`config.mk`:
```
export PLATFORM = sky130hd
export DESIGN_NAME = ring_sensor_line_angle_top
export DESIGN_NICKNAME = d
export VERILOG_FILES = /design/src/rtl/rsla_pkg.sv /design/src/rtl/rsla_ctrl.sv /design/src/rtl/rsla_dp.sv /design/src/rtl/ring_sensor_line_angle_top.sv
export VERILOG_INCLUDE_DIRS = /design/src /design/src/rtl
export SDC_FILE = /design/constraint.sdc
export NUM_CORES = 2
export LEC_CHECK = 0
export BUFFER_PORTS_ARGS = -buffer_cell sky130_fd_sc_hd__clkbuf_2
export CORE_MARGIN = 2
export CORE_UTILIZATION = 55
export DETAILED_ROUTE_END_ITERATION = 6
export GPL_TIMING_DRIVEN = 0
export PLACE_DENSITY = 0.83
export SYNTH_ARGS = -nofsm -noshare
export SYNTH_HDL_FRONTEND = slang
export SYNTH_HIERARCHICAL = 1
export SYNTH_SLANG_ARGS = --single-unit
```
`constraint.sdc`:
```
create_clock -name clk_i -period 18.2 [get_ports clk_i]
set_clock_uncertainty 0.15 [all_clocks]
set_input_delay 0 -clock clk_i [delete_from_list [all_inputs] [get_ports clk_i]]
set_output_delay 0 -clock clk_i [all_outputs]
set_load 0.05 [all_outputs]
```
`src/rtl/ring_sensor_line_angle_top_macros.svh`:
```
// ----------------------------------------------------------------------------
// ring sensor line angle: assertion macros
// shared concurrent assertion wrappers, clocked on the rising edge, off in reset
// ----------------------------------------------------------------------------
`ifndef RING_SENSOR_LINE_ANGLE_TOP_MACROS_SVH
`define RING_SENSOR_LINE_ANGLE_TOP_MACROS_SVH

// plain property, checked every cycle out of reset
`define RSLA_ASSERT(lbl, clk, rst_n, prop) \
  lbl: assert property (@(posedge clk) disable iff (!rst_n) (prop)) \
    else $error("%m: assertion failed");

// antecedent in this cycle, consequent in the next
`define RSLA_ASSERT_NEXT(lbl, clk, rst_n, ante, cons) \
  lbl: assert property (@(posedge clk) disable iff (!rst_n) (ante) |=> (cons)) \
    else $error("%m: next-cycle assertion failed");

`endif

```
`src/rtl/rsla_pkg.sv`:
```
// ----------------------------------------------------------------------------
// rsla_pkg
// constants, trig tables and controller/datapath interface types
// ----------------------------------------------------------------------------
package rsla_pkg;

  localparam int SensorCount  = 16;
  localparam int SensorShift  = $clog2(SensorCount);
  localparam int SampleBits   = 10;
  localparam int IndexBits    = 4;
  localparam int ThrBits      = 10;
  localparam int AngleBits    = 10;
  localparam int DegBits      = 9;
  localparam int TrigBits     = 16;
  localparam int QuarterBits  = 15;
  localparam int QuarterIdx   = 7;
  localparam int HitBits      = 5;
  localparam int SumBits      = 32;
  localparam int CfgIndexBits = 1;
  localparam int ProdBits     = SampleBits + 1 + TrigBits;
  localparam int RayBits      = SumBits + TrigBits;

  localparam logic [ThrBits-1:0]   RingThrReset = 10'd350;
  localparam logic [ThrBits-1:0]   SideThrReset = 10'd600;
  localparam logic [HitBits-1:0]   HitMax       = 5'd31;
  localparam logic [DegBits-1:0]   DegFull      = 9'd360;
  localparam logic [DegBits-1:0]   DegQuarter   = 9'd90;
  localparam logic [DegBits-1:0]   DegHalf      = 9'd180;
  localparam logic [DegBits-1:0]   DegThreeQ    = 9'd270;
  localparam logic signed [AngleBits-1:0] AngleAbsent  = -10'sd1;
  localparam logic signed [AngleBits-1:0] AngleZeroVec = 10'sd90;

  typedef enum logic [CfgIndexBits-1:0] {
    RegRingThr = 1'b0,
    RegSideThr = 1'b1
  } rsla_reg_e;

  // round(16384 * sin(d deg)) for d = 0..90
  localparam logic [QuarterBits-1:0] QuarterSine [91] = '{
    15'd0,     15'd286,   15'd572,   15'd857,   15'd1143,  15'd1428,  15'd1713,
    15'd1997,  15'd2280,  15'd2563,  15'd2845,  15'd3126,  15'd3406,  15'd3686,
    15'd3964,  15'd4240,  15'd4516,  15'd4790,  15'd5063,  15'd5334,  15'd5604,
    15'd5872,  15'd6138,  15'd6402,  15'd6664,  15'd6924,  15'd7182,  15'd7438,
    15'd7692,  15'd7943,  15'd8192,  15'd8438,  15'd8682,  15'd8923,  15'd9162,
    15'd9397,  15'd9630,  15'd9860,  15'd10087, 15'd10311, 15'd10531, 15'd10749,
    15'd10963, 15'd11174, 15'd11381, 15'd11585, 15'd11786, 15'd11982, 15'd12176,
    15'd12365, 15'd12551, 15'd12733, 15'd12911, 15'd13085, 15'd13255, 15'd13421,
    15'd13583, 15'd13741, 15'd13894, 15'd14044, 15'd14189, 15'd14330, 15'd14466,
    15'd14598, 15'd14726, 15'd14849, 15'd14968, 15'd15082, 15'd15191, 15'd15296,
    15'd15396, 15'd15491, 15'd15582, 15'd15668, 15'd15749, 15'd15826, 15'd15897,
    15'd15964, 15'd16026, 15'd16083, 15'd16135, 15'd16182, 15'd16225, 15'd16262,
    15'd16294, 15'd16322, 15'd16344, 15'd16362, 15'd16374, 15'd16382, 15'd16384
  };

  // q14 sine, argument 0..360
  function automatic logic signed [TrigBits-1:0] sin_q14(input logic [DegBits-1:0] deg);
    logic [DegBits-1:0]        a;
    logic [DegBits-1:0]        r;
    logic signed [TrigBits-1:0] mag;
    a = (deg >= DegFull) ? deg - DegFull : deg;
    if (a <= DegQuarter) begin
      r = a;
    end else if (a <= DegHalf) begin
      r = DegHalf - a;
    end else if (a <= DegThreeQ) begin
      r = a - DegHalf;
    end else begin
      r = DegFull - a;
    end
    mag = $signed({1'b0, QuarterSine[r[QuarterIdx-1:0]]});
    return (a > DegHalf) ? -mag : mag;
  endfunction

  // q14 cosine as a quarter-turn shifted sine
  function automatic logic signed [TrigBits-1:0] cos_q14(input logic [DegBits-1:0] deg);
    logic [DegBits:0] s;
    s = {1'b0, deg} + {1'b0, DegQuarter};
    if (s >= {1'b0, DegFull}) begin
      s = s - {1'b0, DegFull};
    end
    return sin_q14(s[DegBits-1:0]);
  endfunction

  // truncated bearing of a ring sensor, sensor count is a power of two
  function automatic logic [DegBits-1:0] sensor_deg(input logic [IndexBits-1:0] idx);
    logic [IndexBits+DegBits-1:0] p;
    p = (IndexBits+DegBits)'(idx) * (IndexBits+DegBits)'(DegFull);
    p = p >> SensorShift;
    return p[DegBits-1:0];
  endfunction

  typedef struct packed {
    logic accept;    // input transaction taken this cycle
    logic acc_en;    // add products into the running sums
    logic ang_init;  // frame end: seed angle, restart ray counter
    logic mul_en;    // form ray cross products
    logic cmp_en;    // test sign change between neighbouring rays
    logic load_out;  // write result register, clear frame state
  } rsla_cmd_t;

  typedef struct packed {
    logic last;      // accumulated item closed the frame
    logic special;   // no hits or zero vector, angle already known
    logic done;      // ray search finished
    logic out_free;  // result register can take a new result
  } rsla_sts_t;

endpackage

```
`src/rtl/rsla_ctrl.sv`:
```
// ----------------------------------------------------------------------------
// rsla_ctrl
// sequencer: accumulate per sample, run the per-degree ray search at frame end
// ----------------------------------------------------------------------------
`include "ring_sensor_line_angle_top_macros.svh"

module rsla_ctrl (
  input  logic                clk_i,
  input  logic                rst_ni,
  input  logic                in_valid_i,
  output logic                in_stall_o,
  input  rsla_pkg::rsla_sts_t sts_i,
  output rsla_pkg::rsla_cmd_t cmd_o
);
  import rsla_pkg::*;

  typedef enum logic [5:0] {
    StIdle = 6'b000001,
    StAcc  = 6'b000010,
    StChk  = 6'b000100,
    StAmul = 6'b001000,
    StAcmp = 6'b010000,
    StFin  = 6'b100000
  } state_e;

  state_e state_q, state_d;

  assign in_stall_o = (state_q != StIdle);

  always_comb begin
    state_d = state_q;
    cmd_o   = '0;
    unique case (state_q)
      StIdle: begin
        cmd_o.accept = in_valid_i;
        if (in_valid_i) begin
          state_d = StAcc;
        end
      end
      StAcc: begin
        cmd_o.acc_en = 1'b1;
        state_d      = sts_i.last ? StChk : StIdle;
      end
      StChk: begin
        cmd_o.ang_init = 1'b1;
        state_d        = sts_i.special ? StFin : StAmul;
      end
      StAmul: begin
        cmd_o.mul_en = 1'b1;
        state_d      = StAcmp;
      end
      StAcmp: begin
        cmd_o.cmp_en = 1'b1;
        state_d      = sts_i.done ? StFin : StAmul;
      end
      StFin: begin
        // wait for the result register to drain
        if (sts_i.out_free) begin
          cmd_o.load_out = 1'b1;
          state_d        = StIdle;
        end
      end
      default: begin
        state_d = StIdle;
      end
    endcase
  end

  always_ff @(posedge clk_i or negedge rst_ni) begin
    if (!rst_ni) begin
      state_q <= StIdle;
    end else begin
      state_q <= state_d;
    end
  end

  `RSLA_ASSERT_NEXT(a_accept_to_acc, clk_i, rst_ni, cmd_o.accept, state_q == StAcc)
  `RSLA_ASSERT_NEXT(a_search_end, clk_i, rst_ni, state_q == StAcmp && sts_i.done, state_q == StFin)
  `RSLA_ASSERT_NEXT(a_fin_release, clk_i, rst_ni, cmd_o.load_out, !in_stall_o)

endmodule

```
`src/rtl/rsla_dp.sv`:
```
// ----------------------------------------------------------------------------
// rsla_dp
// threshold registers, weighted sums, ray cross products and result register
// ----------------------------------------------------------------------------
`include "ring_sensor_line_angle_top_macros.svh"

module rsla_dp (
  input  logic                                 clk_i,
  input  logic                                 rst_ni,
  input  logic                                 cfg_valid_i,
  output logic                                 cfg_ready_o,
  input  logic [rsla_pkg::CfgIndexBits-1:0]    cfg_index_i,
  input  logic [rsla_pkg::ThrBits-1:0]         cfg_data_i,
  input  logic [rsla_pkg::SampleBits-1:0]      ring_sample_i,
  input  logic [rsla_pkg::IndexBits-1:0]       sensor_index_i,
  input  logic                                 frame_last_i,
  input  logic [rsla_pkg::ThrBits-1:0]         side_right_sample_i,
  input  logic [rsla_pkg::ThrBits-1:0]         side_left_sample_i,
  input  logic [rsla_pkg::ThrBits-1:0]         side_back_sample_i,
  input  rsla_pkg::rsla_cmd_t                  cmd_i,
  output rsla_pkg::rsla_sts_t                  sts_o,
  output logic                                 out_valid_o,
  input  logic                                 out_stall_i,
  output logic                                 line_present_o,
  output logic signed [rsla_pkg::AngleBits-1:0] line_angle_o,
  output logic                                 side_right_o,
  output logic                                 side_left_o,
  output logic                                 side_back_o
);
  import rsla_pkg::*;

  logic [ThrBits-1:0] ring_thr_q, side_thr_q;

  logic                       last_q;
  logic                       side_r_q, side_l_q, side_b_q;
  logic signed [ProdBits-1:0] prod_x_q, prod_y_q;
  logic [HitBits-1:0]         hit_cnt_q;
  logic signed [SumBits-1:0]  sum_x_q, sum_y_q;

  logic [DegBits-1:0]         k_q;
  logic signed [RayBits-1:0]  px_q, py_q;
  logic                       prev_neg_q, prev_zero_q;
  logic signed [AngleBits-1:0] ang_q;

  logic                       out_valid_q;
  logic                       present_q;
  logic signed [AngleBits-1:0] angle_q;
  logic                       o_side_r_q, o_side_l_q, o_side_b_q;

  // sample side
  logic [DegBits-1:0]          sens_deg;
  logic                        idx_ok;
  logic signed [SampleBits:0]  sample_s;
  logic                        hit;
  logic signed [ProdBits-1:0]  prod_x, prod_y;

  assign sens_deg = sensor_deg(sensor_index_i);
  assign idx_ok   = 32'(sensor_index_i) < SensorCount;
  assign sample_s = $signed({1'b0, ring_sample_i});
  assign hit      = idx_ok && (ring_sample_i > ring_thr_q) && (hit_cnt_q != HitMax);

  // signed weighting, kept apart so the select below stays a plain bit copy
  assign prod_x = sample_s * sin_q14(sens_deg);
  assign prod_y = sample_s * cos_q14(sens_deg);

  // saturating accumulate
  logic signed [SumBits+1:0] acc_x, acc_y;
  logic signed [SumBits-1:0] sat_x, sat_y;

  assign acc_x = (SumBits+2)'(sum_x_q) + (SumBits+2)'(prod_x_q);
  assign acc_y = (SumBits+2)'(sum_y_q) + (SumBits+2)'(prod_y_q);

  function automatic logic signed [SumBits-1:0] sat_sum(input logic signed [SumBits+1:0] v);
    logic [2:0] top;
    top = v[SumBits+1:SumBits-1];
    if (top == 3'b000 || top == 3'b111) begin
      return v[SumBits-1:0];
    end else if (v[SumBits+1]) begin
      return {1'b1, {(SumBits-1){1'b0}}};
    end else begin
      return {1'b0, {(SumBits-1){1'b1}}};
    end
  endfunction

  assign sat_x = sat_sum(acc_x);
  assign sat_y = sat_sum(acc_y);

  // ray test: side of ray k is x*cos(k) - y*sin(k)
  logic signed [RayBits:0]    ray;
  logic                       cur_neg, cur_zero, found;
  logic [DegBits-1:0]         d_prev;
  logic signed [AngleBits-1:0] found_ang;

  assign ray      = (RayBits+1)'(px_q) - (RayBits+1)'(py_q);
  assign cur_neg  = ray[RayBits];
  assign cur_zero = (ray == '0);
  assign found    = (k_q != '0) && !prev_neg_q && cur_neg;
  assign d_prev   = k_q - 9'd1;

  always_comb begin
    // the quadrant from 270 degrees rounds up towards the wrap, except on the ray itself
    if (d_prev < DegThreeQ || prev_zero_q) begin
      found_ang = $signed({1'b0, d_prev});
    end else if (k_q == DegFull) begin
      found_ang = '0;
    end else begin
      found_ang = $signed({1'b0, k_q});
    end
  end

  assign sts_o.last     = last_q;
  assign sts_o.special  = (hit_cnt_q == '0) || (sum_x_q == '0 && sum_y_q == '0);
  assign sts_o.done     = found || (k_q == DegFull);
  assign sts_o.out_free = !out_valid_q || !out_stall_i;

  assign cfg_ready_o = 1'b1;

  always_ff @(posedge clk_i or negedge rst_ni) begin
    if (!rst_ni) begin
      ring_thr_q <= RingThrReset;
      side_thr_q <= SideThrReset;
    end else if (cfg_valid_i) begin
      unique case (rsla_reg_e'(cfg_index_i))
        RegRingThr: ring_thr_q <= cfg_data_i;
        RegSideThr: side_thr_q <= cfg_data_i;
        default: ;
      endcase
    end
  end

  // per-transaction payload and ray cross products
  always_ff @(posedge clk_i) begin
    if (cmd_i.accept) begin
      last_q   <= frame_last_i;
      side_r_q <= side_right_sample_i > side_thr_q;
      side_l_q <= side_left_sample_i > side_thr_q;
      side_b_q <= side_back_sample_i > side_thr_q;
      prod_x_q <= idx_ok ? prod_x : '0;
      prod_y_q <= idx_ok ? prod_y : '0;
    end
    if (cmd_i.mul_en) begin
      px_q <= sum_x_q * cos_q14(k_q);
      py_q <= sum_y_q * sin_q14(k_q);
    end
  end

  // frame state
  always_ff @(posedge clk_i or negedge rst_ni) begin
    if (!rst_ni) begin
      hit_cnt_q <= '0;
      sum_x_q   <= '0;
      sum_y_q   <= '0;
    end else if (cmd_i.load_out) begin
      hit_cnt_q <= '0;
      sum_x_q   <= '0;
      sum_y_q   <= '0;
    end else begin
      if (cmd_i.accept && hit) begin
        hit_cnt_q <= hit_cnt_q + 5'd1;
      end
      if (cmd_i.acc_en) begin
        sum_x_q <= sat_x;
        sum_y_q <= sat_y;
      end
    end
  end

  // search control
  always_ff @(posedge clk_i or negedge rst_ni) begin
    if (!rst_ni) begin
      k_q         <= '0;
      prev_neg_q  <= 1'b0;
      prev_zero_q <= 1'b0;
      ang_q       <= '0;
    end else if (cmd_i.ang_init) begin
      k_q <= '0;
      if (hit_cnt_q == '0) begin
        ang_q <= AngleAbsent;
      end else if (sum_x_q == '0 && sum_y_q == '0) begin
        ang_q <= AngleZeroVec;
      end else begin
        ang_q <= '0;
      end
    end else if (cmd_i.cmp_en) begin
      prev_neg_q  <= cur_neg;
      prev_zero_q <= cur_zero;
      if (found) begin
        ang_q <= found_ang;
      end else if (k_q != DegFull) begin
        k_q <= k_q + 9'd1;
      end
    end
  end

  // result register
  always_ff @(posedge clk_i or negedge rst_ni) begin
    if (!rst_ni) begin
      out_valid_q <= 1'b0;
    end else if (cmd_i.load_out) begin
      out_valid_q <= 1'b1;
    end else if (!out_stall_i) begin
      out_valid_q <= 1'b0;
    end
  end

  always_ff @(posedge clk_i) begin
    if (cmd_i.load_out) begin
      present_q  <= hit_cnt_q != '0;
      angle_q    <= ang_q;
      o_side_r_q <= side_r_q;
      o_side_l_q <= side_l_q;
      o_side_b_q <= side_b_q;
    end
  end

  assign out_valid_o    = out_valid_q;
  assign line_present_o = present_q;
  assign line_angle_o   = angle_q;
  assign side_right_o   = o_side_r_q;
  assign side_left_o    = o_side_l_q;
  assign side_back_o    = o_side_b_q;

  `RSLA_ASSERT_NEXT(a_frame_cleared, clk_i, rst_ni, cmd_i.load_out, sum_x_q == '0 && sum_y_q == '0 && hit_cnt_q == '0)
  `RSLA_ASSERT(a_ray_bound, clk_i, rst_ni, k_q <= DegFull)
  `RSLA_ASSERT_NEXT(a_result_shown, clk_i, rst_ni, cmd_i.load_out, out_valid_q && (present_q == (angle_q != AngleAbsent)))

endmodule

```
`src/rtl/ring_sensor_line_angle_top.sv`:
```
// ----------------------------------------------------------------------------
// ring_sensor_line_angle_top
// line bearing from a 16-sensor ring: weighted sine/cosine sums, ray search
// ----------------------------------------------------------------------------
//  channel   handshake                 payload
//  -------   -----------------------   ------------------------------------------
//  in        in_valid_i / in_stall_o   ring_sample, sensor_index, frame_last, sides
//  out       out_valid_o / out_stall_i line_present, line_angle, side flags
//  cfg       cfg_valid_i / cfg_ready_o cfg_index_i, cfg_data_i (thresholds)
//
//  a sample that does not close the frame is accepted, then accumulated
//  a closing sample is accepted, accumulated and checked, then runs up to
//  361 ray tests (each a cross-product multiply, then a subtract and sign test),
//  then the result load
//  reset is asynchronous and active low; thresholds return to 350 and 600
//  a stalled result holds; the next closing sample waits until it is taken
// ----------------------------------------------------------------------------
module ring_sensor_line_angle_top (
  input  logic                                  clk_i,
  input  logic                                  rst_ni,
  input  logic                                  cfg_valid_i,
  output logic                                  cfg_ready_o,
  input  logic [rsla_pkg::CfgIndexBits-1:0]     cfg_index_i,
  input  logic [rsla_pkg::ThrBits-1:0]          cfg_data_i,
  input  logic                                  in_valid_i,
  output logic                                  in_stall_o,
  input  logic [rsla_pkg::SampleBits-1:0]       ring_sample_i,
  input  logic [rsla_pkg::IndexBits-1:0]        sensor_index_i,
  input  logic                                  frame_last_i,
  input  logic [rsla_pkg::ThrBits-1:0]          side_right_sample_i,
  input  logic [rsla_pkg::ThrBits-1:0]          side_left_sample_i,
  input  logic [rsla_pkg::ThrBits-1:0]          side_back_sample_i,
  output logic                                  out_valid_o,
  input  logic                                  out_stall_i,
  output logic                                  line_present_o,
  output logic signed [rsla_pkg::AngleBits-1:0] line_angle_o,
  output logic                                  side_right_o,
  output logic                                  side_left_o,
  output logic                                  side_back_o
);
  import rsla_pkg::*;

  rsla_cmd_t cmd;
  rsla_sts_t sts;

  rsla_ctrl u_ctrl (
    .clk_i      (clk_i),
    .rst_ni     (rst_ni),
    .in_valid_i (in_valid_i),
    .in_stall_o (in_stall_o),
    .sts_i      (sts),
    .cmd_o      (cmd)
  );

  rsla_dp u_dp (
    .clk_i               (clk_i),
    .rst_ni              (rst_ni),
    .cfg_valid_i         (cfg_valid_i),
    .cfg_ready_o         (cfg_ready_o),
    .cfg_index_i         (cfg_index_i),
    .cfg_data_i          (cfg_data_i),
    .ring_sample_i       (ring_sample_i),
    .sensor_index_i      (sensor_index_i),
    .frame_last_i        (frame_last_i),
    .side_right_sample_i (side_right_sample_i),
    .side_left_sample_i  (side_left_sample_i),
    .side_back_sample_i  (side_back_sample_i),
    .cmd_i               (cmd),
    .sts_o               (sts),
    .out_valid_o         (out_valid_o),
    .out_stall_i         (out_stall_i),
    .line_present_o      (line_present_o),
    .line_angle_o        (line_angle_o),
    .side_right_o        (side_right_o),
    .side_left_o         (side_left_o),
    .side_back_o         (side_back_o)
  );

endmodule

```
# Yosys cells after proc, flatten, opt, wreduce, memory -nomap -nowiden
# Memories as Yosys holds them, arrays and structs flattened.
# Cells that the tools add are included.
[word_totals]
output_inout_bits = 17
regBits = 285
elab_cells = 218
memories = 4
rom_bits = 7680
[mem_list]
columns = ["name", "depth", "word_bits", "rd", "rd_clocked_by_memory_dff", "wr", "line", "source"]
rows = [
  ["(name not given)", 128, 15, 1, 0, 0, "rsla_pkg.sv:70", "mag = $signed({1'b0, QuarterSine[r[QuarterIdx-1:0]]});"],
  ["(name not given)", 128, 15, 1, 0, 0, "rsla_pkg.sv:70", ""],
  ["(name not given)", 128, 15, 1, 0, 0, "rsla_pkg.sv:70", ""],
  ["(name not given)", 128, 15, 1, 0, 0, "rsla_pkg.sv:70", ""],
]
[classes]
add_sub_neg = 30
n_mul = 5
n_bitwise = 6
n_mux = 69
eq_ne = 16
reduce_logical = 33
magnitude_cmp = 31
[op_table]
columns = ["cell", "count"]
rows = [
  ["two-way mux 32 bit", 8],
  ["two-way mux 15 bit", 8],
  ["two-way mux 9 bit", 12],
  ["two-way mux 7 bit", 15],
  ["multiplier 32 x 16 -> 48 bit", 2],
  ["adder 32 x 27 -> 33 bit", 2],
  ["logical NOT 32 bit", 2],
  ["two-way mux 16 bit", 4],
  ["negation 15 -> 16 bit", 4],
  ["multiplier 11 x 16 -> 27 bit", 2],
  ["subtractor 9 bit (second input constant)", 6],
  ["two-way mux 10 bit", 5],
  ["logical NOT 49 bit", 1],
  ["subtractor 48 x 48 -> 49 bit", 1],
  ["greater-than comparator 10 bit", 4],
  [">= comparator 9 bit (second input constant)", 4],
  ["greater-than comparator 9 x 8 -> 1 bit (second input constant)", 4],
  ["<= comparator 9 x 7 -> 1 bit (second input constant)", 4],
  ["<= comparator 9 x 8 -> 1 bit (second input constant)", 4],
  ["<= comparator 9 bit (second input constant)", 4],
  ["one-hot mux 6 bit (6 select lines)", 1],
  [">= comparator 8 bit (second input constant)", 4],
  ["inverter 7 -> 8 bit", 4],
  ["subtractor 6 x 7 -> 7 bit (first input constant)", 4],
  ["37 further kinds", 81],
]

# Depth between registers and ports, before layout
[logic_depth]
depth_word = 18
ltp_mapped = 66

# Cells and area by module
# The synthesis kept the hierarchy.
[modules_own_cells]
columns = ["module", "cells_each", "instances", "area_each_um2"]
rows = [
  ["rsla_dp", 8828, 1, 76833.7],
  ["rsla_ctrl", 33, 1, 359.1],
]

# Worst setup path before layout
# OpenSTA, ideal clock, no wires.
[synth_timing]
path_type = "input to register"
from = "in sensor_index_i[1] (netlist name)"
to = "reg u_dp.prod_y_q[25], data pin"
cell_stages = 59
arrival_time_ns = 13.178
n_path_buf = 5
path_slack_ns = 4.606
t_required_ns = 17.784
path_cell_list = "inv_1 -> clkbuf_1 -> ha_1 -> ha_1 -> fa_1 -> clkbuf_1 -> a21oi_1 -> xnor2_1 -> ha_1 -> and2_1 -> o31ai_1 -> nor4_4 -> a211oi_2 -> nor3_1 -> xnor2_1 -> a41oi_1 -> a31o_1 -> buf_2 -> [23 not listed] -> fa_1 -> inv_1 -> ha_1 -> a21boi_0 -> o21ai_0 -> a21boi_0 -> o21ai_0 -> a21boi_0 -> o21ai_0 -> a21boi_0 -> o21ai_0 -> a21boi_0 -> o21ai_0 -> a21boi_0 -> o21ai_0 -> a21oi_1 -> o41ai_1 -> xnor2_1"
[synth_between]
elab_chain_cells = 17
elab_cells_between_ends = 25
[synth_lines]
columns = ["element", "line", "source"]
rows = [
  ["start, declared", "ring_sensor_line_angle_top.sv:28", "input logic [rsla_pkg::IndexBits-1:0] sensor_index_i,"],
  ["multiplier 4 x 6 -> 10 bit *", "rsla_pkg.sv:87", "p = (IndexBits+DegBits)'(idx) * (IndexBits+DegBits)'(DegFull);"],
  ["adder 9 x 7 -> 10 bit *", "rsla_pkg.sv:77", "s = {1'b0, deg} + {1'b0, DegQuarter};"],
  ["subtractor 9 bit or >= comparator 10 x 9 -> 1 bit (tied branches)", "rsla_pkg.sv:79, rsla_pkg.sv:78", ""],
  ["two-way mux 9 bit *", "rsla_pkg.sv:78", "if (s >= {1'b0, DegFull}) begin"],
  ["subtractor 9 bit or >= comparator 9 bit (tied branches)", "rsla_pkg.sv:60", "a = (deg >= DegFull) ? deg - DegFull : deg;"],
  ["two-way mux 9 bit *", "rsla_pkg.sv:60", ""],
  ["<= comparator 9 bit, or another cell as far along", "rsla_pkg.sv:65", "end else if (a <= DegThreeQ) begin"],
  ["two-way mux 7 bit", "rsla_pkg.sv:65", ""],
  ["two-way mux 7 bit", "rsla_pkg.sv:63", "end else if (a <= DegHalf) begin"],
  ["two-way mux 7 bit", "rsla_pkg.sv:61", "if (a <= DegQuarter) begin"],
  ["inverter 7 -> 8 bit (not written as such)", "rsla_pkg.sv:70", ""],
  ["memory (128 x 15 bit)", "n/a", ""],
  ["two-way mux 15 bit (not written as such) (2 in series)", "rsla_pkg.sv:70", ""],
  ["negation 15 -> 16 bit", "rsla_pkg.sv:71", "return (a > DegHalf) ? -mag : mag;"],
  ["two-way mux 16 bit *", "rsla_pkg.sv:71", ""],
  ["multiplier 11 x 16 -> 27 bit *", "rsla_dp.sv:64", "assign prod_y = sample_s * cos_q14(sens_deg);"],
  ["via u_dp.prod_y[25]", "rsla_dp.sv:55", "logic signed [ProdBits-1:0] prod_x, prod_y;"],
  ["end signal, assigned", "rsla_dp.sv:139", "prod_y_q <= idx_ok ? prod_y : '0;"],
  ["end, declared", "rsla_dp.sv:36", "logic signed [ProdBits-1:0] prod_x_q, prod_y_q;"],
]
# Mark *: on every way through the listed nets, which the timed path passes. The rest lies on a longest branch. The select of a mux whose other input is x is not followed.
# A chain may end at the register's enable or synchronous reset.

# Final worst setup path
[layout_timing]
from = "reg u_dp.k_q[4]"
to = "reg u_dp.px_q[46], data pin"
[layout_between]
elab_chain_cells = 18
elab_cells_between_ends = 26
[layout_lines]
columns = ["element", "line", "source"]
rows = [
  ["start, declared", "rsla_dp.sv:40", "logic [DegBits-1:0] k_q;"],
  ["start signal, assigned", "rsla_dp.sv:190", "k_q <= k_q + 9'd1;"],
  ["adder 9 x 7 -> 10 bit *", "rsla_pkg.sv:77", ""],
  ["subtractor 9 bit or >= comparator 10 x 9 -> 1 bit (tied branches)", "rsla_pkg.sv:79, rsla_pkg.sv:78", ""],
  ["two-way mux 9 bit *", "rsla_pkg.sv:78", ""],
  ["two-way mux 9 bit *", "rsla_dp.sv:141", "if (cmd_i.mul_en) begin"],
  ["subtractor 9 bit or >= comparator 9 bit (tied branches)", "rsla_pkg.sv:60", ""],
  ["two-way mux 9 bit *", "rsla_pkg.sv:60", ""],
  ["<= comparator 9 bit, or another cell as far along", "rsla_pkg.sv:65", ""],
  ["two-way mux 7 bit", "rsla_pkg.sv:65", ""],
  ["two-way mux 7 bit", "rsla_pkg.sv:63", ""],
  ["two-way mux 7 bit", "rsla_pkg.sv:61", ""],
  ["two-way mux 7 bit", "rsla_dp.sv:141", ""],
  ["inverter 7 -> 8 bit (not written as such)", "rsla_pkg.sv:70", ""],
  ["memory (128 x 15 bit)", "n/a", ""],
  ["two-way mux 15 bit (not written as such) (2 in series)", "rsla_pkg.sv:70", ""],
  ["negation 15 -> 16 bit", "rsla_pkg.sv:71", ""],
  ["two-way mux 16 bit *", "rsla_pkg.sv:71", ""],
  ["multiplier 32 x 16 -> 48 bit *", "rsla_dp.sv:142", "px_q <= sum_x_q * cos_q14(k_q);"],
  ["end signal, assigned", "rsla_dp.sv:142", ""],
  ["end, declared", "rsla_dp.sv:41", "logic signed [RayBits-1:0] px_q, py_q;"],
]
# Every way passes the cells marked *; elsewhere a longest branch is shown, timed or not. The select of a mux whose other input is x is not followed.

==> results by group <==
Outcome
  – Status: complete, but fails checks
  – Failing checks: DRC, capacitance limit, slew limit

Synth
  – Async SR Flop Fraction: 41.1%
  – Syn. warnings: 6
  – Post-synth EDFFs: 168
  – Area fraction of the dominant cell type after synthesis: 32.9%
  – Number of distinct library cells after synthesis: 138
  – Sequential share of the synthesized area: 10.3%
  – Seq cells post-synth: 285
  – Post-synth top cells: 1,523 x inv_1, 1,267 x fa_1, 947 x nand2_1, 604 x ha_1, 434 x nor2_1
  – Top-count cell post-synth: inv_1
  – Ys flop type: edfxtp_1
  – Mapped Cells: 8,861
  – Largest cells by area after synthesis: fa_1 33%, ha_1 9.8%, inv_1 7.4%
  – Mean Syn Cell Area: 8.71 um^2
  – Syn nets: 10.8k
  – Cell Area, Synth: 77,200 um^2
  – Largest area contributor in the netlist: fa_1

Timing
  – Final worst setup slack: 649 ps
  – Final hold violation count: 0
  – Slew headroom: -2.18%
  – Fin crit share: 96.4%
  – Setup violators final: 0
  – Max Slew Vio Count: 7
  – Fmax: 0.0570 GHz
  – Tmin final: 17,550 ps
  – Setup TNS: 0 ps
  – Worst-margin pin slew: 1520 ps

Placement
  – DP HPWL: 197 mm
  – Number of port buffers: 76
  – Worst slack, placed: 292 ps
  – Gpl congestion: 1.02

Setup path
  – Critical Path AT: 17,650 ps
  – Crit path max fanout: 14
  – CP Launch Type: register
  – Reg2Reg Depth: 54
  – CP max-delay cell: xnor2_1
  – Slowest Stage Delay on Critical Path: 950 ps
  – Critical path required time: 18,300 ps
  – CP endpoint kind: register
  – Critical path class: reg -> reg

Routing
  – Total Wirelength: 245 mm
  – DRT antenna net count: 0
  – Routed len/inst: 22.5 um
  – DRT Pass-1 Iters: 7
  – DRC errors left: 8
  – Via count: 67.4k
  – Vias per cell: 6.18
  – Drt initial violations: 6,576

CTS
  – Cts bufs inserted: 35
  – Worst skew pair latency: 560 ps
  – Bufs on Longest Clock Path: 3
  – Setup repair bufs after CTS: 0
  – Clock root cell: clkbuf_16
  – CTS tree: done
  – Worst-path clk slew: 60 ps
  – H-tree depth: 2
  – Clock sinks: 285

Die
  – Core Rows: 137
  – Initial Util: 55.4%
  – Die width: 379 um
  – I/O Pins: 78
  – Die Y: 379 um
  – Die area: 143,000 um^2
  – Core Area: 139,000 um^2

GRT
  – All-Layer GR Usage: 34.5%
  – GRT Residual Overflow: 0
  – Largest net degree at the start of global routing: 102
  – First-pass GRT wire length: 387 mm
  – Initial antenna violation count: 15
  – Vias in the first global route: 70.7k

Worst hold path
  – Min-Delay Path Class: in -> reg
  – Worst Hold Depth: 2

Finish
  – Layout Area Growth over Synthesis: 5.71%
  – Nets: 10.9k
  – Share of cells above drive strength 1: 5.06%

Flow run
  – Max-cap violations: 1
## layout by cell type, fill, tap and decap left out, types with 72 or more instances in the layout
| cell type | netlist | final |
|---|---|---|
| a21o_1 | 101 | 101 |
| nand3_1 | 155 | 155 |
| ha_1 | 604 | 604 |
| a31oi_1 | 79 | 78 |
| nor2b_1 | 156 | 156 |
| o21ai_0 | 264 | 264 |
| a21oi_1 | 330 | 329 |
| edfxtp_1 | 168 | 168 |
| clkbuf_1 | 321 | 318 |
| fa_1 | 1267 | 1267 |
| nor3_1 | 162 | 162 |
| nand2b_1 | 107 | 107 |
| inv_1 | 1523 | 1523 |
| xor2_1 | 77 | 76 |
| nand2_1 | 947 | 947 |
| nor2_1 | 434 | 433 |
| clkbuf_2 | 2 | 82 |
| a211oi_1 | 106 | 106 |
| buf_2 | 79 | 79 |
| and2_1 | 392 | 392 |
| xnor2_1 | 228 | 225 |
| dfrtp_1 | 106 | 106 |
| and3_1 | 72 | 72 |
## through the flow
step / area [um^2] / util (%) / hold WS (ps) / instances
2_1_floorplan: 77200 / - / -446 / 8861
3_3_place_gp: 79900 / 57.3 / 32.1 / 10813
3_5_place_dp: 80000 / 57.4 / -286 / 10816
4_1_cts: 81500 / 58.5 / 7.49 / 10909
5_1_grt: 81600 / 58.5 / 34.5 / 10911
6_report: 81600 / 58.6 / 34.1 / 10921
## layout make-up
cell class | count | area (um^2)
clock buffers | 40 | 926
well taps | 1876 | 2350
plain buffers | 484 | 2030
fillers | 11863 | 57800
diodes | 12 | 30.0
flip-flops and latches | 285 | 7990
clock inverters | 24 | 262
multi-input cells | 6550 | 61500
repair buffers | 108 | 754
inverters | 1542 | 5790
## cell families (layout without fill, tap and decap cells)
group	Yosys count	count (layout)	synth area share (%)
multiplexers	106	106	1.65
AO/OA/AOI/OAI	1552	1552	14.1
buffers and inverters	2026	2198	10.1
AND/OR/NAND/NOR	2680	2680	17.2
other	1	13	0.00486
flip-flops	285	285	10.3
XOR/XNOR	316	316	3.71
adder cells (fa/ha/maj)	1895	1895	43.0
## registers in the layout (all words and copies together) (netlist names), 5 cells and up
| signal | count |
|---|---|
| u_dp/line_angle_o | 10 |
| u_dp/py_q | 48 |
| u_dp/prod_y_q | 27 |
| u_dp/px_q | 48 |
| u_ctrl/state_q | 6 |
| u_dp/ring_thr_q | 10 |
| u_dp/side_thr_q | 10 |
| u_dp/sum_x_q | 32 |
| u_dp/prod_x_q | 27 |
| u_dp/ang_q | 10 |
| u_dp/hit_cnt_q | 5 |
| u_dp/sum_y_q | 32 |
| u_dp/k_q | 9 |
## path summary, 6_finish.rpt
| kind | startpoint | slack [ps] | to |
|---|---|---|---|
| max | u_dp/k_q[4] | 650 | u_dp/px_q[46] |
| min | frame_last_i | 30 | u_dp/last_q |
| max reg2reg | u_dp/k_q[4] | 650 | u_dp/px_q[46] |
| min reg2reg | u_dp/side_l_q | 270 | u_dp/side_left_o |
| max in group asynchronous | rst_ni | 16420 | u_dp/ring_thr_q[5] |
| min in group asynchronous | rst_ni | 450 | u_dp/side_thr_q[1] |
## repair_timing
item,in CTS,in global routing
hold buffers,29,0
endpoints found under the hold margin,167,0
setup endpoints to repair,0,21
gates resized for setup,0,24
## critical path, delay by kind of cell (launching register included)
family / cells / cell delay (ps)
flip-flops: 1 / 410
AND/OR/NAND/NOR: 10 / 2140
AO/OA/AOI/OAI: 22 / 5880
XOR/XNOR: 2 / 1330
adder cells (fa/ha/maj): 10 / 4550
buffers and inverters: 10 / 2760
## routing by layer
metal	vias up	track usage [%]	wire length (um)
met3	1095	7.37	23000
met1	33298	40.8	88500
met4	24	23.7	19600
met5	-	0	164
met2	3746	56.5	114000
li1	29277	-	-
Power is left out: the tool's default activity adds up to more than one toggle a clock period on the data nets, which glitch-free logic cannot reach.
